## src/design/assert_macros.svh

```systemverilog
// Assertion macros shared by the decoder modules.
`ifndef ASSERT_MACROS_SVH
`define ASSERT_MACROS_SVH

`ifndef ASSERT_OFF

// Property must hold at every rising edge outside reset.
`define ASSERT_AT(lbl, clk_s, rstn_s, prop, msg) \
	lbl: assert property (@(posedge clk_s) disable iff (!rstn_s) (prop)) else $error(msg);

// Boolean condition must never be seen at a rising edge outside reset.
`define ASSERT_NEVER(lbl, clk_s, rstn_s, cond, msg) \
	lbl: assert property (@(posedge clk_s) disable iff (!rstn_s) !(cond)) else $error(msg);

`else

`define ASSERT_AT(lbl, clk_s, rstn_s, prop, msg)
`define ASSERT_NEVER(lbl, clk_s, rstn_s, cond, msg)

`endif

`endif

```

## src/design/xed_pkg.sv

```systemverilog
// Shared types and constants of the XML entity decoder.
package xed_pkg;

	localparam int unsigned MAX_RESULTS = 4;

	// Reset value of the byte limit register
	localparam logic [15:0] MAX_BYTES_RST = 16'd4096;

	typedef enum logic [2:0] {
		ERR_NONE     = 3'd0,
		ERR_UNTERM   = 3'd1,
		ERR_UNKNOWN  = 3'd2,
		ERR_BAD_REF  = 3'd3,
		ERR_TOO_LONG = 3'd4
	} xed_err_t;

	// Results caused by one input item, handed from core to output buffer
	typedef struct packed {
		logic [MAX_RESULTS-1:0][7:0] data;
		logic [2:0]                  cnt;
		logic                        eov;
		xed_err_t                    err;
	} xed_res_t;

endpackage

```

## src/design/xed_ifs.sv

```systemverilog
// Valid/ready channel interfaces for raw bytes and decoded results.
interface xed_in_if;
	logic       valid;
	logic       ready;
	logic [7:0] in_byte;
	logic       last;

	modport source (output valid, output in_byte, output last, input ready);
	modport sink (input valid, input in_byte, input last, output ready);
endinterface

interface xed_out_if;
	logic       valid;
	logic       ready;
	logic [7:0] out_byte;
	logic       end_of_value;
	logic [2:0] error_code;

	modport source (output valid, output out_byte, output end_of_value, output error_code,
		input ready);
	modport sink (input valid, input out_byte, input end_of_value, input error_code,
		output ready);
endinterface

```

## src/design/xed_core.sv

```systemverilog
// Input register, entity state and single-pass decode of one raw byte.
`include "assert_macros.svh"

module xed_core (
	input  logic             clk,
	input  logic             arst_n,
	xed_in_if.sink           raw,
	input  logic [15:0]      max_value_bytes,
	input  logic             buf_free,
	output logic             res_load,
	output xed_pkg::xed_res_t res
);
	import xed_pkg::*;

	localparam logic [7:0]  CH_AMP   = 8'h26;
	localparam logic [7:0]  CH_SEMI  = 8'h3B;
	localparam logic [7:0]  CH_HASH  = 8'h23;
	localparam logic [7:0]  CH_LX    = 8'h78;
	localparam logic [7:0]  CH_UX    = 8'h58;
	localparam logic [7:0]  CH_LT    = 8'h3C;
	localparam logic [7:0]  CH_GT    = 8'h3E;
	localparam logic [7:0]  CH_QUOT  = 8'h22;
	localparam logic [7:0]  CH_APOS  = 8'h27;
	localparam logic [31:0] NAME_LT   = 32'h0000_6C74;
	localparam logic [31:0] NAME_GT   = 32'h0000_6774;
	localparam logic [31:0] NAME_AMP  = 32'h0061_6D70;
	localparam logic [31:0] NAME_QUOT = 32'h7175_6F74;
	localparam logic [31:0] NAME_APOS = 32'h6170_6F73;
	localparam logic [20:0] CODE_MAX  = 21'h10FFFF;

	// input stage
	logic       valid_s1;
	logic [7:0] byte_s1;
	logic       last_s1;
	logic       adv;

	// entity state
	logic        in_entity_q, in_entity_d;
	logic [2:0]  ent_len_q, ent_len_d;
	logic [31:0] name_q, name_d;
	logic        numeric_q, numeric_d;
	logic        hex_q, hex_d;
	logic        digit_q, digit_d;
	logic [20:0] accum_q, accum_d;
	logic        pend_q, pend_d;
	logic [16:0] emitted_q, emitted_d;
	logic        dropping_q, dropping_d;

	// digit step
	logic [4:0]  digit_val;
	logic [4:0]  base;
	logic [24:0] prod;

	// reference resolution
	logic                        ref_fail;
	xed_err_t                    ref_code;
	logic [2:0]                  enc_n;
	logic [MAX_RESULTS-1:0][7:0] enc_data;
	logic                        char_ok;
	logic                        plain_over;
	logic                        ent_over;

	logic     fail;
	xed_err_t fail_code;

	assign adv       = valid_s1 && buf_free;
	assign raw.ready = !valid_s1 || buf_free;

	always_ff @(posedge clk or negedge arst_n) begin
		if (!arst_n) begin
			valid_s1 <= 1'b0;
		end else if (raw.ready) begin
			valid_s1 <= raw.valid;
		end
	end

	always_ff @(posedge clk) begin
		if (raw.valid && raw.ready) begin
			byte_s1 <= raw.in_byte;
			last_s1 <= raw.last;
		end
	end

	// Digit value; base itself marks a non-digit
	always_comb begin
		base = hex_q ? 5'd16 : 5'd10;
		digit_val = base;
		if (byte_s1 >= 8'h30 && byte_s1 <= 8'h39) begin
			digit_val = 5'(byte_s1 - 8'h30);
		end else if (hex_q && byte_s1 >= 8'h61 && byte_s1 <= 8'h66) begin
			digit_val = 5'(byte_s1 - 8'h57);
		end else if (hex_q && byte_s1 >= 8'h41 && byte_s1 <= 8'h46) begin
			digit_val = 5'(byte_s1 - 8'h37);
		end
		if (hex_q) begin
			prod = {accum_q, 4'b0} + {20'b0, digit_val};
		end else begin
			prod = {1'b0, accum_q, 3'b0} + {3'b0, accum_q, 1'b0} + {20'b0, digit_val};
		end
	end

	// XML Char ranges
	assign char_ok = accum_q == 21'h09 || accum_q == 21'h0A || accum_q == 21'h0D
		|| (accum_q >= 21'h20 && accum_q <= 21'hD7FF)
		|| (accum_q >= 21'hE000 && accum_q <= 21'hFFFD)
		|| (accum_q >= 21'h10000 && accum_q <= CODE_MAX);

	// Entity resolution and UTF-8 encoding
	always_comb begin
		ref_fail = 1'b0;
		ref_code = ERR_NONE;
		enc_n    = 3'd1;
		enc_data = '0;
		if (!numeric_q) begin
			if (ent_len_q == 3'd2 && name_q == NAME_LT) begin
				enc_data[0] = CH_LT;
			end else if (ent_len_q == 3'd2 && name_q == NAME_GT) begin
				enc_data[0] = CH_GT;
			end else if (ent_len_q == 3'd3 && name_q == NAME_AMP) begin
				enc_data[0] = CH_AMP;
			end else if (ent_len_q == 3'd4 && name_q == NAME_QUOT) begin
				enc_data[0] = CH_QUOT;
			end else if (ent_len_q == 3'd4 && name_q == NAME_APOS) begin
				enc_data[0] = CH_APOS;
			end else begin
				ref_fail = 1'b1;
				ref_code = ERR_UNKNOWN;
			end
		end else if (pend_q) begin
			ref_fail = 1'b1;
			ref_code = ERR_BAD_REF;
		end else if (!digit_q) begin
			ref_fail = 1'b1;
			ref_code = hex_q ? ERR_BAD_REF : ERR_UNKNOWN;
		end else if (!char_ok) begin
			ref_fail = 1'b1;
			ref_code = ERR_BAD_REF;
		end else if (accum_q <= 21'h7F) begin
			enc_data[0] = accum_q[7:0];
		end else if (accum_q <= 21'h7FF) begin
			enc_n       = 3'd2;
			enc_data[0] = {3'b110, accum_q[10:6]};
			enc_data[1] = {2'b10, accum_q[5:0]};
		end else if (accum_q <= 21'hFFFF) begin
			enc_n       = 3'd3;
			enc_data[0] = {4'b1110, accum_q[15:12]};
			enc_data[1] = {2'b10, accum_q[11:6]};
			enc_data[2] = {2'b10, accum_q[5:0]};
		end else begin
			enc_n       = 3'd4;
			enc_data[0] = {5'b11110, accum_q[20:18]};
			enc_data[1] = {2'b10, accum_q[17:12]};
			enc_data[2] = {2'b10, accum_q[11:6]};
			enc_data[3] = {2'b10, accum_q[5:0]};
		end
	end

	assign plain_over = ({1'b0, emitted_q} + 18'd1) > {2'b0, max_value_bytes};
	assign ent_over   = ({1'b0, emitted_q} + {15'b0, enc_n}) > {2'b0, max_value_bytes};

	always_comb begin
		in_entity_d = in_entity_q;
		ent_len_d   = ent_len_q;
		name_d      = name_q;
		numeric_d   = numeric_q;
		hex_d       = hex_q;
		digit_d     = digit_q;
		accum_d     = accum_q;
		pend_d      = pend_q;
		emitted_d   = emitted_q;
		dropping_d  = dropping_q;
		res         = '0;
		fail        = 1'b0;
		fail_code   = ERR_NONE;

		if (dropping_q) begin
			// discard until the final byte
		end else if (!in_entity_q) begin
			if (byte_s1 == CH_AMP) begin
				in_entity_d = 1'b1;
				if (last_s1) begin
					fail      = 1'b1;
					fail_code = ERR_UNTERM;
				end
			end else if (plain_over) begin
				fail      = 1'b1;
				fail_code = ERR_TOO_LONG;
			end else begin
				res.cnt     = 3'd1;
				res.data[0] = byte_s1;
				emitted_d   = emitted_q + 17'd1;
			end
		end else if (byte_s1 == CH_SEMI) begin
			if (ref_fail) begin
				fail      = 1'b1;
				fail_code = ref_code;
			end else if (ent_over) begin
				fail      = 1'b1;
				fail_code = ERR_TOO_LONG;
			end else begin
				res.cnt     = enc_n;
				res.data    = enc_data;
				emitted_d   = emitted_q + {14'b0, enc_n};
				in_entity_d = 1'b0;
				ent_len_d   = '0;
				name_d      = '0;
				numeric_d   = 1'b0;
				hex_d       = 1'b0;
				digit_d     = 1'b0;
				accum_d     = '0;
				pend_d      = 1'b0;
			end
		end else begin
			// entity character
			if (ent_len_q == 3'd0 && byte_s1 == CH_HASH) begin
				numeric_d = 1'b1;
			end else if (numeric_q) begin
				if (ent_len_q == 3'd1 && (byte_s1 == CH_LX || byte_s1 == CH_UX)) begin
					hex_d = 1'b1;
				end else begin
					digit_d = 1'b1;
					if (!pend_q) begin
						if (digit_val >= base || prod > {4'b0, CODE_MAX}) begin
							pend_d = 1'b1;
						end else begin
							accum_d = prod[20:0];
						end
					end
				end
			end else begin
				name_d = {name_q[23:0], byte_s1};
			end
			if (ent_len_q != 3'd7) begin
				ent_len_d = ent_len_q + 3'd1;
			end
			if (last_s1) begin
				fail      = 1'b1;
				fail_code = ERR_UNTERM;
			end
		end

		if (fail) begin
			res.cnt  = 3'd1;
			res.data = '0;
			res.eov  = 1'b1;
			res.err  = fail_code;
		end else begin
			res.eov = last_s1;
		end

		// value closes on the final byte or on an error
		if (fail || last_s1) begin
			in_entity_d = 1'b0;
			ent_len_d   = '0;
			name_d      = '0;
			numeric_d   = 1'b0;
			hex_d       = 1'b0;
			digit_d     = 1'b0;
			accum_d     = '0;
			pend_d      = 1'b0;
			emitted_d   = '0;
			dropping_d  = fail && !last_s1;
		end
	end

	assign res_load = adv && res.cnt != 3'd0;

	always_ff @(posedge clk or negedge arst_n) begin
		if (!arst_n) begin
			in_entity_q <= 1'b0;
			ent_len_q   <= '0;
			name_q      <= '0;
			numeric_q   <= 1'b0;
			hex_q       <= 1'b0;
			digit_q     <= 1'b0;
			accum_q     <= '0;
			pend_q      <= 1'b0;
			emitted_q   <= '0;
			dropping_q  <= 1'b0;
		end else if (adv) begin
			in_entity_q <= in_entity_d;
			ent_len_q   <= ent_len_d;
			name_q      <= name_d;
			numeric_q   <= numeric_d;
			hex_q       <= hex_d;
			digit_q     <= digit_d;
			accum_q     <= accum_d;
			pend_q      <= pend_d;
			emitted_q   <= emitted_d;
			dropping_q  <= dropping_d;
		end
	end

	`ASSERT_AT(a_drop_outside_entity, clk, arst_n, dropping_q |-> !in_entity_q, "dropping inside an entity")
	`ASSERT_AT(a_pend_numeric, clk, arst_n, pend_q |-> (numeric_q && in_entity_q), "held error outside a reference")
	`ASSERT_AT(a_accum_range, clk, arst_n, accum_q <= CODE_MAX, "code point above range")

endmodule

```

## src/design/xed_obuf.sv

```systemverilog
// Result register that hands out the bytes of one decoded item one per cycle while decoded is ready.
`include "assert_macros.svh"

module xed_obuf (
	input  logic              clk,
	input  logic              arst_n,
	input  logic              load,
	input  xed_pkg::xed_res_t res,
	output logic              free,
	xed_out_if.source         decoded
);
	import xed_pkg::*;

	logic [MAX_RESULTS-1:0][7:0] data_q;
	logic                        eov_q;
	xed_err_t                    err_q;
	logic [2:0]                  rem_q;
	logic [1:0]                  idx_q;
	logic                        fire;

	assign fire = decoded.valid && decoded.ready;
	assign free = rem_q == 3'd0 || (rem_q == 3'd1 && decoded.ready);

	assign decoded.valid        = rem_q != 3'd0;
	assign decoded.out_byte     = data_q[idx_q];
	assign decoded.end_of_value = eov_q && rem_q == 3'd1;
	assign decoded.error_code   = err_q;

	always_ff @(posedge clk or negedge arst_n) begin
		if (!arst_n) begin
			rem_q <= '0;
			idx_q <= '0;
		end else if (load) begin
			rem_q <= res.cnt;
			idx_q <= '0;
		end else if (fire) begin
			rem_q <= rem_q - 3'd1;
			idx_q <= idx_q + 2'd1;
		end
	end

	always_ff @(posedge clk) begin
		if (load) begin
			data_q <= res.data;
			eov_q  <= res.eov;
			err_q  <= res.err;
		end
	end

	`ASSERT_AT(a_rem_range, clk, arst_n, rem_q <= 3'd4, "result count above four")
	`ASSERT_NEVER(a_load_busy, clk, arst_n, load && !free, "load while results still pending")
	`ASSERT_AT(a_err_closes, clk, arst_n, (decoded.valid && err_q != ERR_NONE) |-> (decoded.end_of_value && decoded.out_byte == 8'h00), "error result not closing")

endmodule

```

## src/design/xml_entity_decoder_utf8.sv

```systemverilog
// Top level of the XML attribute entity decoder with UTF-8 output.
//
//  channel   | dir | payload                              | handshake
//  ----------+-----+--------------------------------------+-------------------
//  raw       | in  | in_byte[7:0], last                   | valid/ready
//  decoded   | out | out_byte[7:0], end_of_value, err[2:0]| valid/ready
//  cfg       | in  | cfg_wdata[15:0] = max_value_bytes    | cfg_we, no ready
//
//  One raw item per cycle while the result register can take it; items pass
//  the input register, their results the result register. A closing ';' that
//  gives n UTF-8 bytes holds the input while decoded takes them one per cycle.
//  Reset clears all entity state; byte limit returns to 4096. No clear pass.
//  A stall on decoded backs up through the result register and input stage.
//
// Structure: input stage and entity state machine in xed_core, which works
// out every result byte of an item in one pass; xed_obuf holds up to four
// result bytes and presents them in order.

module xml_entity_decoder_utf8 (
	input  logic        clk,
	input  logic        arst_n,
	xed_in_if.sink      raw,
	xed_out_if.source   decoded,
	input  logic        cfg_we,
	input  logic [15:0] cfg_wdata
);
	import xed_pkg::*;

	// byte limit register
	logic [15:0] max_bytes_q;

	// core to output buffer
	xed_res_t res;
	logic     res_load;
	logic     buf_free;

	always_ff @(posedge clk or negedge arst_n) begin
		if (!arst_n) begin
			max_bytes_q <= MAX_BYTES_RST;
		end else if (cfg_we) begin
			max_bytes_q <= cfg_wdata;
		end
	end

	// decode: one item per cycle when the result register can take it
	xed_core u_core (
		.clk             (clk),
		.arst_n          (arst_n),
		.raw             (raw),
		.max_value_bytes (max_bytes_q),
		.buf_free        (buf_free),
		.res_load        (res_load),
		.res             (res)
	);

	// result bytes out, one per cycle while decoded is ready
	xed_obuf u_obuf (
		.clk     (clk),
		.arst_n  (arst_n),
		.load    (res_load),
		.res     (res),
		.free    (buf_free),
		.decoded (decoded)
	);

endmodule

```

## src/flat_wrapper.sv

```systemverilog
// flat-port wrapper written by rule: the top's interface ports become plain ports
module xml_entity_decoder_utf8_flat import xed_pkg::*;
  (clk, arst_n, cfg_we, cfg_wdata, raw_valid, raw_in_byte, raw_last, raw_ready, decoded_valid, decoded_out_byte, decoded_end_of_value, decoded_error_code, decoded_ready);
  xed_in_if raw_i ();
  xed_out_if decoded_i ();
  input  logic clk;
  input  logic arst_n;
  input  logic cfg_we;
  input  logic [15:0] cfg_wdata;
  input wire logic [$bits(raw_i.valid)-1:0] raw_valid;
  input wire logic [$bits(raw_i.in_byte)-1:0] raw_in_byte;
  input wire logic [$bits(raw_i.last)-1:0] raw_last;
  output wire logic [$bits(raw_i.ready)-1:0] raw_ready;
  output wire logic [$bits(decoded_i.valid)-1:0] decoded_valid;
  output wire logic [$bits(decoded_i.out_byte)-1:0] decoded_out_byte;
  output wire logic [$bits(decoded_i.end_of_value)-1:0] decoded_end_of_value;
  output wire logic [$bits(decoded_i.error_code)-1:0] decoded_error_code;
  input wire logic [$bits(decoded_i.ready)-1:0] decoded_ready;
  assign raw_i.valid = raw_valid;
  assign raw_i.in_byte = raw_in_byte;
  assign raw_i.last = raw_last;
  assign raw_ready = raw_i.ready;
  assign decoded_valid = decoded_i.valid;
  assign decoded_out_byte = decoded_i.out_byte;
  assign decoded_end_of_value = decoded_i.end_of_value;
  assign decoded_error_code = decoded_i.error_code;
  assign decoded_i.ready = decoded_ready;
  xml_entity_decoder_utf8 u_core (.clk(clk), .arst_n(arst_n), .raw(raw_i), .decoded(decoded_i), .cfg_we(cfg_we), .cfg_wdata(cfg_wdata));
endmodule
```

## config.mk

```make
export PLATFORM = sky130hd
export DESIGN_NAME = xml_entity_decoder_utf8_flat
export DESIGN_NICKNAME = d
export VERILOG_FILES = /design/src/design/xed_pkg.sv /design/src/design/xed_ifs.sv /design/src/design/xed_core.sv /design/src/design/xed_obuf.sv /design/src/design/xml_entity_decoder_utf8.sv /design/src/flat_wrapper.sv
export VERILOG_INCLUDE_DIRS = /design/src /design/src/design
export SDC_FILE = /design/constraint.sdc
export NUM_CORES = 1
export LEC_CHECK = 0
export ABC_AREA = 1
export ABC_CLOCK_PERIOD_IN_PS = 17520
export BUFFER_PORTS_ARGS = -buffer_cell sky130_fd_sc_hd__buf_2
export CORE_ASPECT_RATIO = 1.25
export CORE_MARGIN = 3
export CORE_UTILIZATION = 59
export DETAILED_ROUTE_END_ITERATION = 6
export HOLD_SLACK_MARGIN = 0.03
export PLACE_DENSITY = 0.76
export SYNTH_ARGS = -nofsm -noshare
export SYNTH_HDL_FRONTEND = slang
export SYNTH_HIERARCHICAL = 1
export SYNTH_SLANG_ARGS = --single-unit
```

## constraint.sdc

```tcl
create_clock -name clk -period 17.52 [get_ports clk]
set_input_delay 0.876 -clock clk [delete_from_list [all_inputs] [get_ports clk]]
set_output_delay 0.876 -clock clk [all_outputs]
set_load 0.05 [all_outputs]
```

==> results of run 1 <==
-- registers in the layout, indices dropped and copies added, names as in the netlist, 2 cells and up --
name / count
u_core/max_bytes_q: 16
u_core/u_core/accum_q: 21
u_core/u_core/byte_s1: 8
u_core/u_core/emitted_q: 17
u_core/u_core/ent_len_q: 3
u_core/u_core/name_q: 32
u_core/u_obuf/data_q: 32
u_core/u_obuf/decoded.error_code: 3
u_core/u_obuf/idx_q: 2
u_core/u_obuf/rem_q: 3
-- critical path, delay by kind of cell (launching register included) --
family                   cells  cell delay, ps
AO/OA/AOI/OAI                6            1020
buffers and inverters       11            1390
XOR/XNOR                     1             160
flip-flops                   1             480
adder cells (fa/ha/maj)      2             610
AND/OR/NAND/NOR             24            3000
-- worst max path at each step --
| stage | depth (start not counted) | slack (ps) | startpoint | endpoint |
|---|---|---|---|---|
| floorplan | 41 | 11790 | u_core/u_core/accum_q[20]$_DFFE_PN0P_ | u_core/u_obuf/rem_q[2]$_DFFE_PN0P_ |
| global placement | 41 | 11120 | u_core/u_core/accum_q[20]$_DFFE_PN0P_ | u_core/u_obuf/rem_q[2]$_DFFE_PN0P_ |
| detailed placement | 44 | 10860 | u_core/u_core/accum_q[18]$_DFFE_PN0P_ | u_core/u_obuf/rem_q[2]$_DFFE_PN0P_ |
| CTS | 44 | 10840 | u_core/u_core/accum_q[18]$_DFFE_PN0P_ | u_core/u_obuf/rem_q[2]$_DFFE_PN0P_ |
| global route | 44 | 9930 | u_core/u_core/accum_q[20]$_DFFE_PN0P_ | u_core/u_obuf/rem_q[2]$_DFFE_PN0P_ |
| finish | 44 | 10730 | u_core/u_core/accum_q[20]$_DFFE_PN0P_ | u_core/u_obuf/rem_q[2]$_DFFE_PN0P_ |
-- through the flow --
step	area, um^2	util	hold WS, ps
floorplan	12030	-	441.9
global placement	12220	0.6187	455.7
detailed placement	12220	0.6187	456.3
CTS	12800	0.6481	467.6
global route	12800	0.6481	492.8
finish	12800	0.6481	464.3
-- cell usage in the layout (no fill, tap or decap), drive strengths merged, types with 9 or more instances in the layout --
cell    Yosys  routed
nand3      90      90
o21ai     119     119
xor2       40      40
a22oi       9       9
nor2      163     163
o22ai      11      11
buf        45      50
a21oi      75      75
o211ai     16      16
a211oi     10      10
inv       235     242
nor3       43      43
edfxtp     45      45
clkbuf     18      22
or2         9       9
dfrtp     100     100
nand4      57      57
nand2     434     434
ha         98      98
-- routing by layer --
metal	up-vias	routed length, um
li1	5558	-
met4	0	907
met3	73	1961
met2	439	15600
met1	5172	14210
met5	-	0
-- cell type report --
class	instances	area [um^2]	area share
clock buffers	22	496.7	0.03880
clock inverters	10	83.83	0.006547
inverters	239	902.1	0.07046
multi-input cells	1232	6839	0.5342
flip-flops and latches	146	3880	0.3030
well taps	265	331.6	0.02590
repair buffers	50	270.3	0.02111
-- power groups by stage --
stage / Clock, uW / Sequential, uW / Combinational [uW]
6_report: 361 / 620 / 1120
3_3_place_gp: 0 / 616 / 1090
4_1_cts: 366 / 615 / 1100
3_5_place_dp: 0 / 621 / 1090
5_1_grt: 382 / 634 / 1240
2_1_floorplan: 0 / 563 / 877
-- kinds of logic (layout without fill, tap and decap cells) --
kind of cell,after synthesis,after routing,synth area share
compound gates,263,263,0.1287
xor+xnor,48,48,0.03496
fa+ha+maj,103,103,0.1103
buf+inv,302,321,0.1096
flops,146,146,0.3226
other cells,1,3,0.0003118
simple gates,815,815,0.2936
==> summary.md, run 1 <==
| Metric | Value |
|---|---|
| Worst endpoint data arrival time | 7100 ps |
| Max IR drop VDD | approximately 0.00011 V |
| Dpl ws | around 11000 ps |
| Non-Filler Instances | slightly below 2000 |
| Placed cell count | ~1900 |
| Origin of the critical flop-to-flop path | u_core/u_core/accum_q[20]$_DFFE_PN0P_ |
| Count of final hold-check violations | 0 |
| Clk pwr share | 0.172 |
| Sum Neg Setup Slack | 0 ps |
| Worst Hold Path EP | u_core/max_bytes_q[12]$_DFFE_PN1P_ |
| Met2 usage | 0.4920 |
| Drt wl/cell | roughly 17 um |
| Internal | roughly 1000 uW |
| H-tree depth | 4 |
| PwrDens | between 150 and 200 mW/mm^2 |
| Die Y | roughly 170 um |
| Clock buffer depth | 2 |
| Post-cts resize count | 0 |
| Final nets | roughly 1800 |
| Register area share after synthesis | 0.3226 |
| Max-Cap Viols | 0 |
| Hold Crit Class | register to register |
| Slowest-stage cell, CP | dfrtp_1 |
| FF-to-FF setup slack | between 10000 and 15000 ps |
| Critical path launch point type | register |
| Worst Path Required | approximately 18000 ps |
| Final Skew | 12.99 ps |
| Commonest cells in the netlist | 422 x nand2_1, 224 x inv_1, 155 x nor2_1 |
| Row count | 57 |
| Hold path start | u_core/max_bytes_q[12]$_DFFE_PN1P_ |
| GRT met1 Usage | 0.3982 |
| Worst slew pin tran | between 1000 and 1500 ps |
| Sequential share of power | 0.295 |
| R2R Path End | u_core/u_obuf/rem_q[2]$_DFFE_PN0P_ |
| Grt met3 use | 0.04248 |
| Clock sink total | between 100 and 150 |
| Peak Freq | ~0.15 GHz |
| Final setup viols | 0 |
| Die W | 133.7 um |
| Largest net degree at the start of global routing | between 50 and 60 |
| Iteration-0 DRC Markers | around 1100 |
| GP Congestion | 0.9632 |
| Synth cell types | 58 |
| Worst Setup End Kind | register |
| Clock Root Buffer | clkbuf_16 |
| Reg clk slew, reported paths | roughly 70 ps |
| Synth Cell Area | around 0.012 mm^2 |
| IO Pins | between 40 and 50 |
| GRT Total Usage | 0.2954 |
| Hpwl dp | 24.73 mm |
| Number of flops mapped to enable cells by yosys | 45 |
| Sw frac | 0.5130 |
| Worst setup margin | ~11000 ps |
| Most Crowded Layer GR | met2 |
| Min cycle time layout | 6786 ps |
| Slew Limit Headroom | 0.2358 |
| Vias | between 10000 and 15000 |
| Crit Path Class | register to register |
| CP max FO | between 40 and 50 |
| Outcome | complete, no violations |
| Global-route wire length before repair | ~53 mm |
| DR pass1 iterations | 5 |
| Logic pwr share | 0.533 |
| Global route overflow | 0 |
| Unrepaired setup endpoints after global routing | no |
| Layout cells sized above 1 | 0.07887 |
| Overall power | between 2000 and 2500 uW |
| Initial antenna violation count | 0 |
| Post-detailed-route count of antenna-violating nets | 0 |
| Yosys top cell area share | 0.2081 |
| Period utilisation layout | 0.3873 |
| CTS Buf Count | 17 |
| Area leader, netlist | dfrtp_1 |
| Via density | roughly 5.7 |
| Core footprint | about 0.020 mm^2 |
| # port buffers | between 40 and 50 |
| CTS Hold Bufs | 0 |
| Layout fillers | ~1800 |
| Total die area | between 0.02 and 0.025 mm^2 |
| Residual DRC | 0 |
| Pins Over Slew Limit | 0 |
| Switching Power | 1077 uW |
| Vias in the first global route | approximately 11000 |
| Worst Reg-to-Reg Cells | 44 |
| Count leader, synth | nand2_1 |
| Layout area overhead | 6.460% |
| Starting Density | 0.6088 |
| # diodes | 0 |
| Synth Warn # | 6 |
| Most used cell, CP | nand2_1 |
| Detailed Route WL | between 30 and 40 mm |
| TritonCTS clock tree | built |
| Worst-Skew Late Latency | approximately 430 ps |
| Post-CTS Setup Bufs | 0 |
| Post-synthesis register bit count | ~150 |
| Post-Synthesis Cells | about 1700 |
| Lkg Pwr | 0.006329 uW |
| Synth area leaders | dfrtp_1 21%, nand2_1 13%, edfxtp_1 11%, ha_1 10%, inv_1 7.0% |
| Worst path max stage delay | about 480 ps |
| Post-synth top flop | dfrtp_1 |
| Average cell area after synthesis | between 7 and 8 um^2 |
| Post-synth ARST share | 0.6918 |
| Hold Crit Depth | 2 |
Power figures use the tool's default switching activity.
==> inputs of run 2 (changes only) <==
--- a/config.mk
+++ b/config.mk
@@ -7,14 +7,14 @@
 export NUM_CORES = 1
 export LEC_CHECK = 0
 export ABC_AREA = 1
-export ABC_CLOCK_PERIOD_IN_PS = 17520
+export ABC_CLOCK_PERIOD_IN_PS = 5500
 export BUFFER_PORTS_ARGS = -buffer_cell sky130_fd_sc_hd__buf_2
 export CORE_ASPECT_RATIO = 1.25
 export CORE_MARGIN = 3
-export CORE_UTILIZATION = 59
+export CORE_UTILIZATION = 58
 export DETAILED_ROUTE_END_ITERATION = 6
 export HOLD_SLACK_MARGIN = 0.03
-export PLACE_DENSITY = 0.76
+export PLACE_DENSITY = 0.78
 export SYNTH_ARGS = -nofsm -noshare
 export SYNTH_HDL_FRONTEND = slang
 export SYNTH_HIERARCHICAL = 1
==> constraint.sdc (replaced) <==
create_clock -name clk -period 5.5 [get_ports clk]
set_input_delay 0.275 -clock clk [delete_from_list [all_inputs] [get_ports clk]]
set_output_delay 0.275 -clock clk [all_outputs]
set_load 0.05 [all_outputs]
==> summary.md, run 2 (same netlist as run 1, synthesis figures left out) <==
| Metric | Value |
|---|---|
| Critical path launch point type | register |
| Clk pwr share | 0.158 |
| Dpl ws | -211.6 ps |
| Switching Power | about 3600 uW |
| Final setup viols | 0 |
| # port buffers | between 40 and 50 |
| Worst endpoint data arrival time | between 5000 and 6000 ps |
| Worst Path Required | ~5700 ps |
| Final nets | 1916 |
| Min cycle time layout | 5426 ps |
| Largest net degree at the start of global routing | 80 |
| Most frequent cells in the layout | 408 x nand2_1, 212 x inv_1, 145 x nor2_1, 97 x dfrtp_1, 96 x ha_1 |
| Residual DRC | 0 |
| Clock buffer depth | 2 |
| Layout cells sized above 1 | 0.1553 |
| Slowest-stage cell, CP | dfrtp_1 |
| Vias | approximately 12000 |
| DR pass1 iterations | 6 |
| Die Y | between 150 and 200 um |
| Clock Root Buffer | clkbuf_16 |
| Hold path start | cfg_wdata[6] |
| Reg clk slew, reported paths | about 70 ps |
| Die W | 134.8 um |
| PwrDens | 529.9 mW/mm^2 |
| Count of final hold-check violations | 0 |
| Worst Hold Path EP | u_core/max_bytes_q[6]$_DFFE_PN0P_ |
| TritonCTS clock tree | built |
| Global route overflow | 0 |
| Layout area overhead | 15.56% |
| Drt wl/cell | between 15 and 20 um |
| Origin of the critical flop-to-flop path | u_core/u_core/accum_q[10]$_DFFE_PN0P_ |
| Sequential share of power | 0.250 |
| H-tree depth | 4 |
| GRT Total Usage | 0.2891 |
| Final core utilization | 0.6864 |
| Core footprint | between 0.02 and 0.025 mm^2 |
| Commonest non-fill, non-tap cell in the layout | nand2_1 |
| Total die area | between 0.02 and 0.025 mm^2 |
| Final Skew | roughly 14 ps |
| Max IR drop VDD | between 0.0003 and 0.0004 V |
| Unrepaired setup endpoints after global routing | yes |
| Hpwl dp | 24.77 mm |
| Hold Crit Depth | 3 |
| Max-Cap Viols | 0 |
| Worst setup margin | around 74 ps |
| R2R Path End | u_core/u_obuf/data_q[11]$_DFFE_PP_ |
| Clock sink total | 146 |
| Initial antenna violation count | 0 |
| Post-DP Area | 0.01266 mm^2 |
| Post-detailed-route count of antenna-violating nets | 0 |
| IO Pins | 44 |
| # diodes | 0 |
| Starting Density | 0.5940 |
| GP Congestion | 0.9976 |
| Worst slew pin tran | about 1200 ps |
| CTS Buf Count | 17 |
| Row count | just under 60 |
| Worst Setup End Kind | register |
| Most used cell, CP | nand2_2 |
| Pins Over Slew Limit | 0 |
| Worst Reg-to-Reg Cells | 39 |
| Sw frac | 0.4955 |
| Via density | 5.657 |
| Final Cell Area | ~0.014 mm^2 |
| Peak Freq | roughly 0.18 GHz |
| Logic pwr share | 0.592 |
| Period utilisation layout | 0.9866 |
| Layout fillers | between 1500 and 2000 |
| Hold Crit Class | input pin to register |
| FF+latch area | roughly 0.0039 mm^2 |
| Slew Limit Headroom | 0.2029 |
| Vias in the first global route | 11080 |
| Biggest regs | u_core/u_core/name_q x32, u_core/u_obuf/data_q x32, u_core/u_core/accum_q x21 |
| Iteration-0 DRC Markers | ~1000 |
| Detailed Route WL | roughly 33 mm |
| Area occupied by multi-input gates | 0.007059 mm^2 |
| Crit Path Class | register to register |
| FF-to-FF setup slack | roughly 74 ps |
| Global-route wire length before repair | 53.10 mm |
| Lkg Pwr | between 0.006 and 0.007 uW |
| Worst-Skew Late Latency | 430 ps |
| Worst path max stage delay | a little over 400 ps |
| Internal | ~3700 uW |
| CP max FO | 7 |
| Outcome | complete, no violations |
[run 2: power groups by stage]
stage | Clock, uW | Sequential, uW | Combinational [uW]
global route | 1220 | 1890 | 4780
finish | 1160 | 1840 | 4360
floorplan | 0 | 1790 | 2800
detailed placement | 0 | 1850 | 3860
CTS | 1180 | 1830 | 4030
global placement | 0 | 1830 | 3800
[run 2: how the worst max path moves through the flow]
stage / from / end / slack [ps] / depth (start not counted)
finish: u_core/u_core/accum_q[10]$_DFFE_PN0P_ / u_core/u_obuf/data_q[11]$_DFFE_PP_ / 70 / 39
detailed placement: u_core/u_core/accum_q[18]$_DFFE_PN0P_ / u_core/u_obuf/data_q[28]$_DFFE_PP_ / -210 / 38
CTS: u_core/u_core/accum_q[19]$_DFFE_PN0P_ / u_core/u_obuf/data_q[31]$_DFFE_PP_ / 10 / 36
floorplan: u_core/u_core/accum_q[20]$_DFFE_PN0P_ / u_core/u_obuf/rem_q[1]$_DFFE_PN0P_ / 2 / 41
global route: u_core/u_core/accum_q[10]$_DFFE_PN0P_ / u_core/u_obuf/rem_q[2]$_DFFE_PN0P_ / -200 / 45
global placement: u_core/u_core/accum_q[10]$_DFFE_PN0P_ / u_core/u_obuf/data_q[29]$_DFFE_PP_ / -50 / 39
[run 2: layout make-up]
type / instances / share of cell area
Multi-Input combinational cell: 1232 / 0.5079
Clock inverter: 15 / 0.01161
Tap cell: 270 / 0.02431
Sequential cell: 146 / 0.2794
Timing Repair Buffer: 146 / 0.07985
Inverter: 239 / 0.06590
Timing Repair inverter: 1 / 0.0003601
Clock buffer: 17 / 0.03061
[run 2: metrics by stage]
step                TNS (ps)  total power [uW]  hold WS (ps)  instances
CTS                        0              7036         31.64       2046
floorplan                  0              4588        -20.59       1680
global route           -6056              7887         37.33       2066
global placement       -1425              5629         181.8       1994
finish                     0              7365         39.56       2066
detailed placement     -6139              5703         185.1       1994
[run 2: worst max-delay path, delay by kind of cell (launching register included)]
kind | cells | cell delay (ps)
AND/OR/NAND/NOR | 24 | 2640
buffers and inverters | 9 | 1000
adder cells (fa/ha/maj) | 3 | 780
flip-flops | 1 | 410
AO/OA/AOI/OAI | 2 | 230
XOR/XNOR | 1 | 160
[run 2: routing by layer]
layer	GRT usage	share of wire
met1	0.3655	0.41
met2	0.4973	0.50
met3	0.03958	0.057
met4	0.1151	0.034
met5	0	0
[run 2: timing repair]
item                       4_1_cts  5_1_grt
buffers inserted                 7       19
resized for setup               14       77
gates cloned                     2        1
setup endpoints to repair       39       86
pin swaps                        3       40
hold endpoints to repair        32        1
hold buffers                    11        1
